==> src/sv/s5rp_pkg.sv <==
package s5rp_pkg;

	localparam logic [7:0] SOCKS_VERSION = 8'd5;
	localparam logic [7:0] CMD_CONNECT   = 8'd1;
	localparam logic [7:0] CMD_UDP_ASSOC = 8'd3;
	localparam logic [7:0] ATYP_IPV4     = 8'd1;
	localparam logic [7:0] ATYP_DOMAIN   = 8'd3;
	localparam logic [7:0] ATYP_IPV6     = 8'd4;
	localparam logic [7:0] LEN_IPV4      = 8'd4;
	localparam logic [7:0] LEN_IPV6      = 8'd16;

	localparam logic [2:0] ST_OK       = 3'd0;
	localparam logic [2:0] ST_BAD_VER  = 3'd1;
	localparam logic [2:0] ST_BAD_CMD  = 3'd2;
	localparam logic [2:0] ST_BAD_ATYP = 3'd3;
	localparam logic [2:0] ST_JUNK     = 3'd4;
	localparam logic [2:0] ST_BAD_UDP  = 3'd5;

	typedef enum logic [13:0] {
		PH_IDLE    = 14'b00000000000001,
		PH_VER     = 14'b00000000000010,
		PH_CMD     = 14'b00000000000100,
		PH_RSV     = 14'b00000000001000,
		PH_URSV0   = 14'b00000000010000,
		PH_URSV1   = 14'b00000000100000,
		PH_FRAG    = 14'b00000001000000,
		PH_ATYP    = 14'b00000010000000,
		PH_ALEN    = 14'b00000100000000,
		PH_ADDR    = 14'b00001000000000,
		PH_PORT_HI = 14'b00010000000000,
		PH_PORT_LO = 14'b00100000000000,
		PH_FINISH  = 14'b01000000000000,
		PH_PAYLOAD = 14'b10000000000000
	} phase_t;

	typedef struct packed {
		logic [7:0] data_byte;
		logic       first_byte;
		logic       last_byte;
		logic       udp_header;
	} in_word_t;

	typedef struct packed {
		logic [2:0]  status;
		logic [7:0]  command;
		logic [7:0]  address_type;
		logic [7:0]  addr_byte;
		logic [7:0]  addr_index;
		logic        addr_valid;
		logic [15:0] port;
		logic        complete;
	} out_word_t;

endpackage

==> src/sv/s5rp_if.sv <==
interface s5rp_in_if;
	logic                valid;
	logic                ready;
	s5rp_pkg::in_word_t  data;

	modport source(output valid, output data, input ready);
	modport sink(input valid, input data, output ready);
endinterface

interface s5rp_out_if;
	logic                valid;
	logic                ready;
	s5rp_pkg::out_word_t data;

	modport source(output valid, output data, input ready);
	modport sink(input valid, input data, output ready);
endinterface

==> src/sv/s5rp_core.sv <==
module s5rp_core (
	input  logic                clk,
	input  logic                arst_n,
	input  logic                accept,
	input  s5rp_pkg::in_word_t  word,
	output s5rp_pkg::out_word_t result
);

	s5rp_pkg::phase_t phase_q, phase_d;
	logic        udp_q, udp_d;
	logic [7:0]  cmd_q, cmd_d;
	logic [7:0]  atyp_q, atyp_d;
	logic [7:0]  idx_q, idx_d;
	logic [7:0]  len_q, len_d;
	logic [15:0] port_q, port_d;
	logic        done_q, done_d;

	always_comb begin
		logic [7:0] c;
		logic [7:0] idx_inc;
		c = word.data_byte;
		phase_d = phase_q;
		udp_d = udp_q;
		cmd_d = cmd_q;
		atyp_d = atyp_q;
		idx_d = idx_q;
		len_d = len_q;
		port_d = port_q;
		done_d = done_q;
		result = '0;
		result.status = s5rp_pkg::ST_OK;

		// restart on the first word of a message
		if (word.first_byte) begin
			udp_d = word.udp_header;
			cmd_d = '0;
			atyp_d = '0;
			idx_d = '0;
			len_d = '0;
			port_d = '0;
			done_d = 1'b0;
			phase_d = word.udp_header ? s5rp_pkg::PH_URSV0 : s5rp_pkg::PH_VER;
		end

		idx_inc = idx_d + 8'd1;

		case (phase_d)
			s5rp_pkg::PH_VER: begin
				if (c != s5rp_pkg::SOCKS_VERSION) begin
					result.status = s5rp_pkg::ST_BAD_VER;
					phase_d = s5rp_pkg::PH_IDLE;
				end else begin
					phase_d = s5rp_pkg::PH_CMD;
				end
			end
			s5rp_pkg::PH_CMD: begin
				if (c != s5rp_pkg::CMD_CONNECT && c != s5rp_pkg::CMD_UDP_ASSOC) begin
					result.status = s5rp_pkg::ST_BAD_CMD;
					phase_d = s5rp_pkg::PH_IDLE;
				end else begin
					cmd_d = c;
					phase_d = s5rp_pkg::PH_RSV;
				end
			end
			s5rp_pkg::PH_RSV: begin
				phase_d = s5rp_pkg::PH_ATYP;
			end
			s5rp_pkg::PH_URSV0, s5rp_pkg::PH_URSV1: begin
				if (word.last_byte) begin
					result.status = s5rp_pkg::ST_BAD_UDP;
					phase_d = s5rp_pkg::PH_IDLE;
				end else if (phase_d == s5rp_pkg::PH_URSV0) begin
					phase_d = s5rp_pkg::PH_URSV1;
				end else begin
					phase_d = s5rp_pkg::PH_FRAG;
				end
			end
			s5rp_pkg::PH_FRAG: begin
				if (c != 8'd0) begin
					result.status = s5rp_pkg::ST_BAD_UDP;
					phase_d = s5rp_pkg::PH_IDLE;
				end else begin
					phase_d = s5rp_pkg::PH_ATYP;
				end
			end
			s5rp_pkg::PH_ATYP: begin
				atyp_d = c;
				idx_d = '0;
				if (c == s5rp_pkg::ATYP_IPV4) begin
					len_d = s5rp_pkg::LEN_IPV4;
					phase_d = s5rp_pkg::PH_ADDR;
				end else if (c == s5rp_pkg::ATYP_DOMAIN) begin
					phase_d = s5rp_pkg::PH_ALEN;
				end else if (c == s5rp_pkg::ATYP_IPV6) begin
					len_d = s5rp_pkg::LEN_IPV6;
					phase_d = s5rp_pkg::PH_ADDR;
				end else begin
					result.status = s5rp_pkg::ST_BAD_ATYP;
					phase_d = s5rp_pkg::PH_IDLE;
				end
			end
			s5rp_pkg::PH_ALEN: begin
				idx_d = '0;
				len_d = c;
				phase_d = (c == 8'd0) ? s5rp_pkg::PH_PORT_HI : s5rp_pkg::PH_ADDR;
			end
			s5rp_pkg::PH_ADDR: begin
				result.addr_byte = c;
				result.addr_index = idx_d;
				result.addr_valid = 1'b1;
				if (idx_inc == len_d) begin
					idx_d = '0;
					phase_d = s5rp_pkg::PH_PORT_HI;
				end else begin
					idx_d = idx_inc;
				end
			end
			s5rp_pkg::PH_PORT_HI: begin
				port_d = {c, 8'd0};
				phase_d = s5rp_pkg::PH_PORT_LO;
			end
			s5rp_pkg::PH_PORT_LO: begin
				port_d = {port_d[15:8], c};
				done_d = 1'b1;
				phase_d = udp_d ? s5rp_pkg::PH_PAYLOAD : s5rp_pkg::PH_FINISH;
			end
			s5rp_pkg::PH_FINISH: begin
				result.status = s5rp_pkg::ST_JUNK;
				phase_d = s5rp_pkg::PH_IDLE;
			end
			default: begin
			end
		endcase

		if (word.last_byte) begin
			phase_d = s5rp_pkg::PH_IDLE;
		end

		result.command = cmd_d;
		result.address_type = atyp_d;
		result.port = port_d;
		result.complete = done_d;
	end

	always_ff @(posedge clk or negedge arst_n) begin
		if (!arst_n) begin
			phase_q <= s5rp_pkg::PH_IDLE;
			udp_q <= 1'b0;
			cmd_q <= '0;
			atyp_q <= '0;
			idx_q <= '0;
			len_q <= '0;
			port_q <= '0;
			done_q <= 1'b0;
		end else if (accept) begin
			phase_q <= phase_d;
			udp_q <= udp_d;
			cmd_q <= cmd_d;
			atyp_q <= atyp_d;
			idx_q <= idx_d;
			len_q <= len_d;
			port_q <= port_d;
			done_q <= done_d;
		end
	end

endmodule

==> src/sv/s5rp_out_reg.sv <==
module s5rp_out_reg (
	input  logic                clk,
	input  logic                arst_n,
	input  logic                load,
	input  s5rp_pkg::out_word_t next_word,
	input  logic                out_ready,
	output logic                out_valid,
	output s5rp_pkg::out_word_t out_word,
	output logic                can_load
);

	logic                valid_q;
	s5rp_pkg::out_word_t word_q;

	assign can_load = !valid_q || out_ready;
	assign out_valid = valid_q;
	assign out_word = word_q;

	always_ff @(posedge clk or negedge arst_n) begin
		if (!arst_n) begin
			valid_q <= 1'b0;
		end else if (can_load) begin
			valid_q <= load;
		end
	end

	// hold the word while the sink stalls
	always_ff @(posedge clk) begin
		if (load) begin
			word_q <= next_word;
		end
	end

endmodule

==> src/sv/socks5_request_header_parser.sv <==
// channel | dir | payload                                              | handshake
// din     | in  | data_byte, first_byte, last_byte, udp_header         | valid/ready
// dout    | out | status, command, address_type, addr_byte,            | valid/ready
//         |     | addr_index, addr_valid, port, complete               |
//
// One result word per input word; it is registered and appears in the cycle after the word is taken.
// A new word is taken every cycle while din.ready is high; the parse state updates in the same cycle.
// din.ready is low only while a result waits in the output register and
// dout.ready is low; the output register holds that word until taken.
// arst_n clears the parse state to idle and empties the output register.
module socks5_request_header_parser (
	input  logic clk,
	input  logic arst_n,
	s5rp_in_if.sink    din,
	s5rp_out_if.source dout
);

	logic                take;
	logic                can_load;
	s5rp_pkg::out_word_t next_word;

	assign din.ready = can_load;
	assign take = din.valid && can_load;

	s5rp_core u_core (
		.clk    (clk),
		.arst_n (arst_n),
		.accept (take),
		.word   (din.data),
		.result (next_word)
	);

	s5rp_out_reg u_out (
		.clk       (clk),
		.arst_n    (arst_n),
		.load      (take),
		.next_word (next_word),
		.out_ready (dout.ready),
		.out_valid (dout.valid),
		.out_word  (dout.data),
		.can_load  (can_load)
	);

endmodule

==> src/flat_wrapper.sv <==
// flat-port wrapper written by rule: the top's interface ports become plain ports
module socks5_request_header_parser_flat 
  (clk, arst_n, din_valid, din_data, din_ready, dout_valid, dout_data, dout_ready);
  s5rp_in_if din_i ();
  s5rp_out_if dout_i ();
  input  logic clk;
  input  logic arst_n;
  input wire logic [$bits(din_i.valid)-1:0] din_valid;
  input wire logic [$bits(din_i.data)-1:0] din_data;
  output wire logic [$bits(din_i.ready)-1:0] din_ready;
  output wire logic [$bits(dout_i.valid)-1:0] dout_valid;
  output wire logic [$bits(dout_i.data)-1:0] dout_data;
  input wire logic [$bits(dout_i.ready)-1:0] dout_ready;
  assign din_i.valid = din_valid;
  assign din_i.data = din_data;
  assign din_ready = din_i.ready;
  assign dout_valid = dout_i.valid;
  assign dout_data = dout_i.data;
  assign dout_i.ready = dout_ready;
  socks5_request_header_parser u_core (.clk(clk), .arst_n(arst_n), .din(din_i), .dout(dout_i));
endmodule
==> config.mk <==
export PLATFORM = sky130hd
export DESIGN_NAME = socks5_request_header_parser_flat
export DESIGN_NICKNAME = d
export VERILOG_FILES = /design/src/sv/s5rp_pkg.sv /design/src/sv/s5rp_if.sv /design/src/sv/s5rp_core.sv /design/src/sv/s5rp_out_reg.sv /design/src/sv/socks5_request_header_parser.sv /design/src/flat_wrapper.sv
export SDC_FILE = /design/constraint.sdc
export NUM_CORES = 1
export LEC_CHECK = 0
export ABC_AREA = 1
export BUFFER_PORTS_ARGS = -buffer_cell sky130_fd_sc_hd__buf_2
export CAP_MARGIN = 0
export CORE_ASPECT_RATIO = 1.1
export CORE_MARGIN = 3
export CORE_UTILIZATION = 28
export CTS_BUF_LIST = sky130_fd_sc_hd__clkbuf_8 sky130_fd_sc_hd__clkbuf_16
export CTS_CLUSTER_SIZE = 24
export DETAILED_ROUTE_END_ITERATION = 6
export PLACE_DENSITY_LB_ADDON = 0.08
export REMOVE_ABC_BUFFERS = 1
export SYNTH_ARGS = -nofsm -noshare
export SYNTH_HDL_FRONTEND = slang
export SYNTH_SLANG_ARGS = --single-unit
==> constraint.sdc <==
create_clock -name clk -period 3.3 [get_ports clk]
set_input_delay 0.99 -clock clk [delete_from_list [all_inputs] [get_ports clk]]
set_output_delay 0.99 -clock clk [all_outputs]
set_load 0.005 [all_outputs]
======== Word level (Yosys, flattened, before mapping) ========
Index checks and enable logic that the tools add are counted.
word-level totals
  flip-flop bits (word level) ............. 118
  input port bits ......................... 15
  output and inout bits ................... 55
  word-level logic and storage cells ...... 86
operators by class
  add/sub/neg operators ................... 1
  equality and inequality tests ........... 19
  multiplexer cells ....................... 41
  reduce and logical (&&, ||, !) cells .... 8
operator list
  operator                number
  $pmux W14 S11           1
  $mux W8                 12
  $mux W14                4
  $pmux W16 S2            1
  $pmux W8 S2             2
  $mux W10                3
  $pmux W3 S6             1
  $mux W16                1
  $eq A14 B10 Y1 const B  1
  $eq A14 B11 Y1 const B  1
  $eq A14 B12 Y1 const B  1
  $eq A14 B13 Y1 const B  1
  $eq A14 B2 Y1 const B   1
  $eq A14 B3 Y1 const B   1
  $eq A14 B4 Y1 const B   1
  $eq A14 B5 Y1 const B   1
  $eq A14 B6 Y1 const B   1
  $eq A14 B7 Y1 const B   1
  $eq A14 B8 Y1 const B   1
  $eq A14 B9 Y1 const B   1
  $mux W11                1
  $mux W3                 3
  $add A8 B1 Y8 const B   1
  $eq A8 B1 Y1 const B    1
  other kinds (17)        26

======== Depth between registers and ports, before layout ========
Gate-level depths: netlist of run 1.
  depth in word-level cells ............... 6
  mapped depth ............................ 19
  gate-level depth less buffers ........... 18

======== Hierarchy ========
Synthesis of run 1 repeated with hierarchy kept, for this count alone.
unflattened totals
  cells, all modules ...................... 694
  area total of the unflattened synthesis .. 5923.2 sq um
modules (own cells, without submodules)
  module                        instances  cells each  area each (sq um)
  s5rp_core                     1          634         4279.1
  s5rp_out_reg                  1          58          1636.6
  socks5_request_header_parser  1          2           7.5

======== Least setup slack after synthesis of run 1 ========
No wires, ideal clock.
  kind .................................... input -> register
  start point ............................. in dout_ready
  end point ............................... reg u_core.u_out.word_q (netlist bit u_core.u_out.out_word[0]) (enable)
  setup time .............................. 438 ps
  data arrival time ....................... 2992 ps
  required time ........................... 2862 ps
  setup slack ............................. -130 ps
  stages .................................. 5
  buffers on the path ..................... 1
  cells stage by stage .................... inv_1 -> nand2_1 -> nand2_1 -> clkinv_1 -> clkbuf_1
between the ends
  word-level cells in the longest chain between the ends .. 2
ends and longest elaborated chain
  element                line                                source
  start, declared        flat_wrapper.sv:13                  input wire logic [$bits(dout_i.ready)-1:0] dout_ready;
  $logic_or A1 B1 Y1     s5rp_out_reg.sv:15                  assign can_load = !valid_q || out_ready;
  named net din_ready    flat_wrapper.sv:10                  output wire logic [$bits(din_i.ready)-1:0] din_ready;
  $logic_and A1 B1 Y1    socks5_request_header_parser.sv:23  assign take = din.valid && can_load;
  named net u_core.take  socks5_request_header_parser.sv:18  logic take;
  end signal, assigned   s5rp_out_reg.sv:30                  word_q <= next_word;
  end, declared          s5rp_out_reg.sv:13                  s5rp_pkg::out_word_t word_q;
The timed path passes the listed nets, and every way through them passes these cells.
A chain may end at the register's enable or synchronous reset.

======== Worst setup path after layout of run 1 ========
  start point ............................. in din_data[2]
  end point ............................... reg u_core.u_core.phase_q[2]
between the ends
  word-level cells in the longest chain between the ends .. 6
  elaborated cells on any way between the ends .. 21
  classes of those cells .................. add/sub: 1; eq/ne: 13; mux: 6; reduce/logical: 1
ends and longest elaborated chain
  element               line               source
  start, declared       flat_wrapper.sv:9  input wire logic [$bits(din_i.data)-1:0] din_data;
  $mux W8               s5rp_core.sv:34    if (word.first_byte) begin
  $add A8 B1 Y8         s5rp_core.sv:45    idx_inc = idx_d + 8'd1;
  $eq A8 B8 Y1          s5rp_core.sv:111   if (idx_inc == len_d) begin
  $mux W14              s5rp_core.sv:111
  $pmux W14 S11 *       s5rp_core.sv:47    case (phase_d)
  $mux W14 *            s5rp_core.sv:135   if (word.last_byte) begin
  end signal, assigned  s5rp_core.sv:147   phase_q <= s5rp_pkg::PH_IDLE;
  end signal, assigned  s5rp_core.sv:156   phase_q <= phase_d;
  end, declared         s5rp_core.sv:9     s5rp_pkg::phase_t phase_q, phase_d;
Mark *: on every way between the ends. The rest lies on a longest branch, timed or not.

==> results of run 1 <==
[state kept, by name, indices dropped and copies added (netlist names)]
signal / count
u_core.u_core.udp_q: 1
u_core.u_core.port_q: 16
u_core.u_core.done_q: 1
u_core.u_core.atyp_q: 8
u_core.u_out.out_word: 53
u_core.u_out.out_valid: 1
u_core.u_core.idx_q: 8
u_core.u_core.len_q: 8
u_core.u_core.phase_q: 14
u_core.u_core.cmd_q: 8
[critical path, stage by stage]
cell and delay (ns):
buf_2 0.11, inv_2 0.26, nand2_1 0.12, inv_1 0.10
ha_1 0.17, nand2_1 0.10, nor2_4 0.19, nand4_1 0.13
nand3_1 0.11, nand3_1 0.06, nor2_1 0.13, nand2_2 0.14
nand2_1 0.13, nand2_2 0.11, nand3_1 0.09, nand2_1 0.06
[stage by stage]
step	cell area (um2)	TNS, ns	setup WS, ns	total power, mW
final	7190	0	0.581	4.20
after global routing	7190	0	0.392	4.43
after CTS	7190	0	0.614	4.27
after detailed placement	6610	0	0.175	2.45
after global placement	6610	0	0.167	2.45
after floorplan	5710	-161.95	-1.82	2.16
[power by group through the flow]
| stage | Clock, mW | Sequential [mW] | Combinational [mW] |
|---|---|---|---|
| 2_1_floorplan | 0 | 1.74 | 0.413 |
| 3_3_place_gp | 0 | 1.74 | 0.709 |
| 3_5_place_dp | 0 | 1.75 | 0.705 |
| 4_1_cts | 1.84 | 1.72 | 0.709 |
| 5_1_grt | 1.91 | 1.73 | 0.794 |
| 6_report | 1.78 | 1.72 | 0.700 |
[how the worst max path moves through the flow]
stage	from	end	slack (ns)	cells past startpoint
after floorplan	dout_ready	u_core.u_out.out_word[0]$_DFFE_PP_	-1.82	4
after global placement	din_data[2]	u_core.u_core.phase_q[4]$_DFFE_PN0P_	0.17	16
after detailed placement	din_data[2]	u_core.u_core.phase_q[2]$_DFFE_PN0P_	0.17	17
after CTS	din_data[2]	u_core.u_core.phase_q[2]$_DFFE_PN0P_	0.61	16
after global routing	din_data[2]	u_core.u_core.phase_q[2]$_DFFE_PN0P_	0.39	17
final	din_data[2]	u_core.u_core.phase_q[2]$_DFFE_PN0P_	0.58	16
[routing by layer]
layer | track usage, % | share of wire, % | wire [um]
met1 | 20.7 | 46 | 7820
met2 | 25.7 | 49 | 8290
met3 | 3.34 | 4.1 | 703
met4 | 4.53 | 0.80 | 136
met5 | 0 | 0 | 0
[Yosys cell counts, types with 11 or more instances]
library cell,number,share of area [%]
a21oi_1,23,2.0
o22ai_1,11,1.2
edfxtp_1,53,27
a22oi_1,11,1.4
clkbuf_1,14,0.90
o21ai_0,23,2.0
o21ai_1,18,1.5
inv_1,67,4.3
nand3_1,69,5.9
dfrtp_1,64,27
nand2_1,202,13
nor2_1,78,5.0
[layout make-up]
cell class,instances,share of cell area (%)
flip-flops and latches,118,44.8
multi-input cells,481,30.9
repair buffers,96,8.15
clock buffers,19,6.30
well taps,252,4.39
inverters,71,3.73
clock inverters,13,1.72
[kinds of logic after synthesis]
logic type | synth area share, %
AND/OR/NAND/NOR | 27.1
flip-flops | 55.2
AO/OA/AOI/OAI | 10.3
buffers and inverters | 6.72
XOR/XNOR | 0.451
adder cells (fa/ha/maj) | 0.215
==> impl_metrics.json, run 1 <==
{
  "outcome": "finished, final reports clean",
  "root_buffer": "clkbuf_16",
  "post_cts_buffers": 0,
  "startpoint_type": "input port",
  "die_x_um": 144,
  "ys_async_sr_fraction_pct": 55.1,
  "start_util_pct": 29.0,
  "final_cells": 1050,
  "wl_per_cell_um": 16.1,
  "grt_max_degree": 42,
  "holdBufCountCts": 0,
  "p_switching_mw": 1.23,
  "place_congestion": 0.879,
  "final-seq-area_um2": 3220,
  "ir_drop_mv": 0.346,
  "period_share_pct": 82.4,
  "ctsResizeCount": 0,
  "min_from": "u_core.u_core.phase_q[7]$_DFFE_PN0P_",
  "clk_path_buf_depth": 2,
  "hold_slack_ns": 0.476,
  "p_leak_nw": 3.45,
  "power.density_nw_per_um2": 585,
  "grt_antenna_before_repair": 0,
  "fp-row-count": 54,
  "yosys_warnings": 0,
  "die_y_um": 157,
  "intPower_mw": 2.98,
  "clk_pin_slew_ns": 0.06,
  "vias": 5087,
  "cts_num_sinks": 118,
  "synth-seq-cells": 118,
  "postSynthAreaPerCell_um2": 8.38,
  "dieArea_um2": 22600,
  "syn2layout_area_growth_pct": 23.3,
  "switching_share_pct": 29.2,
  "track_usage_pct": 15.6,
  "ioPinCount": 70,
  "fin_crit_ns": 2.72,
  "rr_endpoint": "u_core.u_out.out_word[47]$_DFFE_PP_",
  "r2r_start": "u_core.u_core.phase_q[12]$_DFFE_PN0P_",
  "rr_worst_depth": 9,
  "coreArea_um2": 20100,
  "synth_edf_count": 53,
  "finalHoldViolCount": 0,
  "io_buffers": 69,
  "power_frac_seq_pct": 40.9,
  "wl_mm": 16.9,
  "synth_cell_types": 36,
  "cts_tree": "built",
  "cts_buffers": 17,
  "whs_path_depth": 2,
  "synthFlopType": "dfrtp_1",
  "cp.required_ns": 3.60,
  "fill_cells": 2095,
  "synth_cells": 696,
  "postRouteAntennaNets": 0,
  "grt_pass1_vias": 4961,
  "crit_fanout": 16,
  "drt_iter0_markers": 332,
  "drc": 0,
  "rsz0062_at_grt": "false",
  "final_common_cell": "nand2_1",
  "slew_headroom_pct": 26.9,
  "dp.cells": 1018,
  "clk_latency_ns": 0.41,
  "final_cell_mix": "nand2_1 (201), nor2_1 (78), nand3_1 (69), buf_2 (69), inv_1 (67)",
  "synth_area_um2": 5830,
  "maxCapViolations": 0,
  "min_to": "u_core.u_core.phase_q[7]$_DFFE_PN0P_",
  "multi_input_area_um2": 2220,
  "post-dp-hpwl_mm": 12.1,
  "viasPerCell": 4.84,
  "ys_seq_area_share_pct": 55.2,
  "setup_violations": 0,
  "critPathKind": "input port to flip-flop",
  "drt_pass1_iterations": 5,
  "grt.overflow.total": 0,
  "grt_pass1_wl_mm": 27.2,
  "finalMaxSlewViolations": 0,
  "arrival_ns": 3.02,
  "holdCritPathClass": "flip-flop to flip-flop",
  "diodes": 0,
  "tightestPinTransition_ns": 1.09,
  "fin_util_pct": 35.7,
  "clock.fmax_mhz": 368,
  "clock_skew_ns": 0.0111,
  "layout-drive-gt1-share_pct": 19.5,
  "crit_path_end_kind": "flip-flop",
  "clkPwrFrac_pct": 42.5,
  "r2r_setup_slack_ns": 1.10,
  "p_comb_share_pct": 16.6,
  "cts-htree-levels": 4,
  "final_nets": 801
}
Power figures use the tool's default switching activity.
==> run 2: changes to the inputs <==
Clock period 3.3 ns to 2.3 ns, I/O delays scaled along.
==> run 2 against run 1 <==
Net effect: utilization rose by 3.6 points; hold slack got worse by 0.18 ns; wire length rose by 3.4%; register-to-register slack got worse by 0.81 ns; sequential share of layout area fell by 4.1 points; final area rose by 10%; die area did not move; critical path depth fell by 1; clock power rose by 47%; clock skew fell by 0.0038 ns; total power rose by 50%; combinational power rose by 79%; critical path type unchanged; largest power group unchanged; highest routed layer unchanged.
==> impl_metrics.json, run 2 (same netlist as run 1, synthesis figures left out) <==
{
  "finalMaxSlewViolations": 0,
  "viasPerCell": 4.67,
  "fin_crit_ns": 2.15,
  "clock_skew_ns": 0.00735,
  "maxCapViolations": 0,
  "fin_util_pct": 39.3,
  "clock.fmax_mhz": 466,
  "dieArea_um2": 22600,
  "drt_pass1_iterations": 4,
  "cp.required_ns": 2.60,
  "rsz0062_at_grt": "false",
  "diodes": 0,
  "arrival_ns": 2.45,
  "coreArea_um2": 20100,
  "largest_reg_flops": 53,
  "cpMaxStageDelayCell": "o21ai_2",
  "finalHoldViolCount": 0,
  "grt.overflow.total": 0,
  "clk_path_buf_depth": 2,
  "grt_pass1_vias": 5470,
  "drc": 0,
  "final_cell_mix": "nand2_1 (199), buf_4 (104), nor2_1 (75)",
  "cts_buffers": 17,
  "place_congestion": 0.856,
  "track_usage_pct": 16.4,
  "ioPinCount": 70,
  "crit_family": "simple AND/OR/NAND/NOR gates",
  "wl_met1_mm": 8.09,
  "clk_pin_slew_ns": 0.06,
  "io_buffers": 69,
  "root_buffer": "clkbuf_16",
  "holdBufCountCts": 0,
  "syn2layout_area_growth_pct": 35.8,
  "cts_tree": "built",
  "grt_max_degree": 66,
  "setup_violations": 0,
  "grt_pass1_wl_mm": 28.9,
  "clk_latency_ns": 0.41,
  "die_y_um": 157,
  "path_buf_inv": 3,
  "wl_per_cell_um": 15.4,
  "post_cts_buffers": 0,
  "dp.cells": 1103,
  "postRouteAntennaNets": 0,
  "crit_fanout": 8,
  "grt_antenna_before_repair": 0,
  "wl_met2_mm": 8.59,
  "post-dp-hpwl_mm": 12.6,
  "ir_drop_mv": 0.506,
  "wl_mm": 17.5,
  "routed-wl-met3_um": 643,
  "tightestPinTransition_ns": 0.408,
  "r2r_setup_slack_ns": 0.29,
  "power.density_nw_per_um2": 799,
  "cts_num_sinks": 118,
  "rr_worst_depth": 16,
  "start_util_pct": 29.0,
  "fp-row-count": 54,
  "crit_path_end_kind": "flip-flop",
  "die_x_um": 144,
  "cp_common_cell": "nand2_1",
  "path_cells": "buf_2 > buf_4 > o21ai_2 > nand3_2 > nor2_4 > o21ai_1 > nand2_1 > nor2_1 > nand3_1 > buf_4 > nand2_1 > nand2_1 > nand2_1 > nand2_1 > nand2_1",
  "final_common_cell": "nand2_1",
  "r2r_start": "u_core.u_core.idx_q[0]$_DFFE_PN0P_",
  "layout-drive-gt1-share_pct": 28.0,
  "cpPeakStageDelay_ns": 0.25,
  "holdCritPathClass": "input port to asynchronous set/reset pin",
  "rr_endpoint": "u_core.u_core.phase_q[4]$_DFFE_PN0P_",
  "outcome": "finished, final reports clean",
  "slew_headroom_pct": 72.5,
  "p_leak_nw": 3.89,
  "cts-htree-levels": 4,
  "drt_iter0_markers": 328,
  "final_nets": 886,
  "period_share_pct": 93.3,
  "critPathKind": "input port to flip-flop",
  "final_cells": 1135,
  "vias": 5296,
  "startpoint_type": "input port",
  "dr.max_layer_used": "met4"
}
-- run 2: changes by cell type in the layout (fill, tap and decap cells not counted), sizes merged --
cell      delta
buf         +85
bufinv       +1
clkbuf       -2
clkinv       -1
clkinvlp     -1
inv          +3
-- run 2: routing by layer --
metal	up-vias	track usage [%]
met2	105	27.9
met5	-	0
met4	0	4.53
met3	17	2.95
met1	2509	21.6
li1	2665	-
-- run 2: how the worst max path moves through the flow --
stage,slack [ns],cells after the start,to,start
final,0.15,15,u_core.u_core.phase_q[10]$_DFFE_PN0P_,din_data[2]
after global routing,0.01,16,u_core.u_core.phase_q[9]$_DFFE_PN0P_,din_data[2]
after CTS,0.08,15,u_core.u_core.phase_q[10]$_DFFE_PN0P_,din_data[2]
after detailed placement,-0.47,15,u_core.u_core.phase_q[10]$_DFFE_PN0P_,din_data[2]
after global placement,-0.51,15,u_core.u_core.phase_q[10]$_DFFE_PN0P_,din_data[2]
after floorplan,-2.52,4,u_core.u_out.out_word[0]$_DFFE_PP_,dout_ready
-- run 2: stage by stage --
stage | hold WS, ns | TNS, ns | power, mW | area (um2) | setup slack, ns
6_report | 0.301 | 0 | 6.32 | 7920 | 0.154
5_1_grt | 0.339 | 0 | 6.68 | 7920 | 0.0101
4_1_cts | 0.310 | 0 | 6.41 | 7880 | 0.0832
3_5_place_dp | 0.465 | -33.65 | 3.74 | 7300 | -0.471
3_3_place_gp | 0.461 | -33.74 | 3.74 | 7300 | -0.506
2_1_floorplan | 0.394 | -235.39 | 3.09 | 5710 | -2.52
-- run 2: power by group --
group | switching [mW] | total, mW | internal, mW
sequential | 0.0849 | 2.47 | 2.38
clock | 1.01 | 2.61 | 1.60
combinational | 0.726 | 1.25 | 0.520
-- run 2: layout make-up --
class                           instances  area (um2)
Tap cell                              252         315
Sequential cell                       118        3220
Clock inverter                         15         154
Inverter                               71         270
Fill cell                            2086       12200
Multi-Input combinational cell        481        2260
Clock buffer                           17         425
Timing Repair Buffer                  181        1280
-- run 2: what timing repair did --
item | CTS | global route
gates resized for setup | 1 | 12
pin swaps | 0 | 2
endpoints found under the setup margin | 14 | 15
==> run 3: changes to the inputs <==
Settings changed: CAP_MARGIN 0 to 20, SYNTH_HIERARCHICAL set to 1.
==> run 3 against run 2 <==
Net effect: setup slack got worse by 0.0013 ns; flip-flop and latch count did not move; total power is 5.4% higher; first-iteration DRC count rose by 3.7%; global-route usage decreased by 1.2 points; area after synthesis is 1.6% higher; clock skew barely moved; critical endpoint is now u_core/u_core/idx_q[7]$_DFFE_PN0P_.
==> impl_metrics.json, run 3 <==
{
  "outcome": "finished, final reports clean",
  "synthSimpleGateAreaFrac_pct": 28.0,
  "viasPerCell": 4.70,
  "drc": 0,
  "cp.required_ns": 2.56,
  "diodes": 0,
  "final_cells": 1119,
  "synth_mux_area_share_pct": 0,
  "place_ws_ns": -0.428,
  "critPathKind": "input port to flip-flop",
  "track_usage_pct": 15.2,
  "ys_top_cells_by_area": "dfrtp_1 (27%), edfxtp_1 (27%), nand2_1 (12%), nand3_1 (5.7%), inv_1 (4.5%)",
  "finalMaxSlewViolations": 0,
  "coreArea_um2": 20600,
  "setup_violations": 0,
  "synth_compound_area_share_pct": 9.57,
  "crit_fanout": 13,
  "cts_buffers": 17,
  "maxCapViolations": 0,
  "vias": 5263,
  "setup_slack_ns": 0.152,
  "arrival_ns": 2.41,
  "wl_per_cell_um": 15.2,
  "die_x_um": 145,
  "grt_pass1_vias": 5040,
  "wl_mm": 17.0,
  "fp-row-count": 55,
  "final_cell_mix": "nand2_1 (192), buf_4 (92), inv_1 (70)",
  "largest_reg_flops": 53,
  "grt_max_degree": 119,
  "power.density_nw_per_um2": 852,
  "finalHoldViolCount": 0,
  "slew_headroom_pct": 36.8,
  "start_util_pct": 28.7,
  "period_share_pct": 93.4,
  "stdcell_area_um2": 7830,
  "clock.fmax_mhz": 466,
  "final_nets": 865,
  "synth_largest_area_cell": "dfrtp_1",
  "synth_top_family_by_area": "simple AND/OR/NAND/NOR gates",
  "r2r_start": "u_core/u_core/phase_q[10]$_DFFE_PN0P_",
  "synth-seq-cells": 118,
  "grt_pass1_wl_mm": 26.9,
  "fin_util_pct": 37.9,
  "clock_skew_ns": 0.00779,
  "die_y_um": 159,
  "synthAdderAreaFrac_pct": 0,
  "cts-htree-levels": 4,
  "postRouteAntennaNets": 0,
  "p_leak_nw": 3.79,
  "ys_async_sr_fraction_pct": 55.1,
  "crit_start": "din_data[2]",
  "ys_seq_area_share_pct": 54.4,
  "ioPinCount": 70,
  "place_congestion": 0.895,
  "cts_num_sinks": 118,
  "ir_drop_mv": 0.455,
  "holdBufCountCts": 0,
  "dp.cells": 1084,
  "syn2layout_area_growth_pct": 32.2,
  "startpoint_type": "input port",
  "synth_top_area_share_pct": 27.0,
  "final_common_cell": "nand2_1",
  "r2r_setup_slack_ns": 0.32,
  "tightestPinTransition_ns": 0.945,
  "postSynthAreaPerCell_um2": 8.53,
  "dieArea_um2": 22900,
  "root_buffer": "clkbuf_16",
  "fin_crit_ns": 2.15,
  "io_buffers": 69,
  "yosys_warnings": 6,
  "drt_pass1_iterations": 5,
  "post-dp-hpwl_mm": 11.9,
  "synth_cell_types": 43,
  "layout-drive-gt1-share_pct": 27.3,
  "hold_slack_ns": 0.209,
  "postPlaceCellArea_um2": 7180,
  "rsz0062_at_grt": "true",
  "synthFlopType": "dfrtp_1",
  "grt_antenna_before_repair": 0,
  "clk_pin_slew_ns": 0.06,
  "synth_edf_count": 53,
  "holdCritPathClass": "input port to asynchronous set/reset pin",
  "yosys.area_share.xor_xnor_pct": 0,
  "synth_area_um2": 5920,
  "clk_path_buf_depth": 2,
  "cts_tree": "built",
  "synthMostInstantiatedCell": "nand2_1",
  "synth_cells": 694,
  "clk_latency_ns": 0.41,
  "drt_iter0_markers": 340,
  "synth_commonest_cells": "nand2_1 (193), inv_1 (71), nor2_1 (69), nand3_1 (67), dfrtp_1 (64)",
  "grt.overflow.total": 0,
  "crit_path_end_kind": "flip-flop"
}
run 3: kinds of logic (layout without fill, tap and decap cells):
logic type / after synthesis / after routing
AO/OA/AOI/OAI: 98 / 98
buffers and inverters: 106 / 274
flip-flops: 118 / 118
AND/OR/NAND/NOR: 372 / 373
run 3: worst paths after layout:
| check | end | depth (start not counted) |
|---|---|---|
| worst min-delay path | u_core/u_core/idx_q[7]$_DFFE_PN0P_ | 1 |
| worst max register to register | u_core/u_core/idx_q[2]$_DFFE_PN0P_ | 12 |
| worst max-delay path | u_core/u_core/idx_q[7]$_DFFE_PN0P_ | 16 |
| min in group clk | u_core/u_core/port_q[10]$_DFFE_PN0P_ | 2 |
| max in group asynchronous | u_core/u_core/phase_q[0]$_DFFE_PN1P_ | 2 |
| worst min register to register | u_core/u_core/port_q[10]$_DFFE_PN0P_ | 2 |
run 3: layout make-up:
cell class | count | area, um2
clock buffers | 17 | 425
clock inverters | 15 | 151
fillers | 2103 | 12800
inverters | 76 | 297
multi-input cells | 471 | 2280
flip-flops and latches | 118 | 3220
well taps | 256 | 320
repair buffers | 166 | 1140
run 3: timing repair:
| action | CTS | global route |
|---|---|---|
| setup endpoints to repair | 0 | 33 |
| gates resized for setup | 0 | 14 |
| setup buffers | 0 | 2 |
run 3: routing by layer:
metal | vias to the layer above | track usage [%] | wire (um)
li1 | 2611 | - | -
met1 | 2505 | 20.2 | 7890
met2 | 128 | 24.9 | 8160
met3 | 19 | 2.85 | 680
met4 | 0 | 5.15 | 268
met5 | - | 0 | 0
run 3: through the flow:
step	total power [mW]	setup TNS (ns)
CTS	6.70	0
global placement	4.05	-18.85
global route	7.05	-0.0500
floorplan	3.36	-171.90
detailed placement	4.05	-22.00
finish	6.67	0
run 3: critical path, cell delays in order:
cell,delay [ns]
buf_2,0.13
inv_4,0.15
buf_12,0.15
nand3_2,0.15
inv_1,0.09
nand2_1,0.09
nand2_1,0.09
nand2_1,0.08
nand2_1,0.08
nand2_1,0.05
nor2_1,0.11
nand3_1,0.18
nand3_1,0.11
o21ai_0,0.08
nand2_1,0.07
o21ai_0,0.10
run 3: report_power, final:
part           switching, mW  leakage (nW)  total (mW)  internal [mW]
Sequential             0.107          1.39        2.52           2.41
Combinational          0.919          2.13        1.55          0.629
Clock                   1.01         0.271        2.60           1.59
Total                   2.03          3.79        6.67           4.64
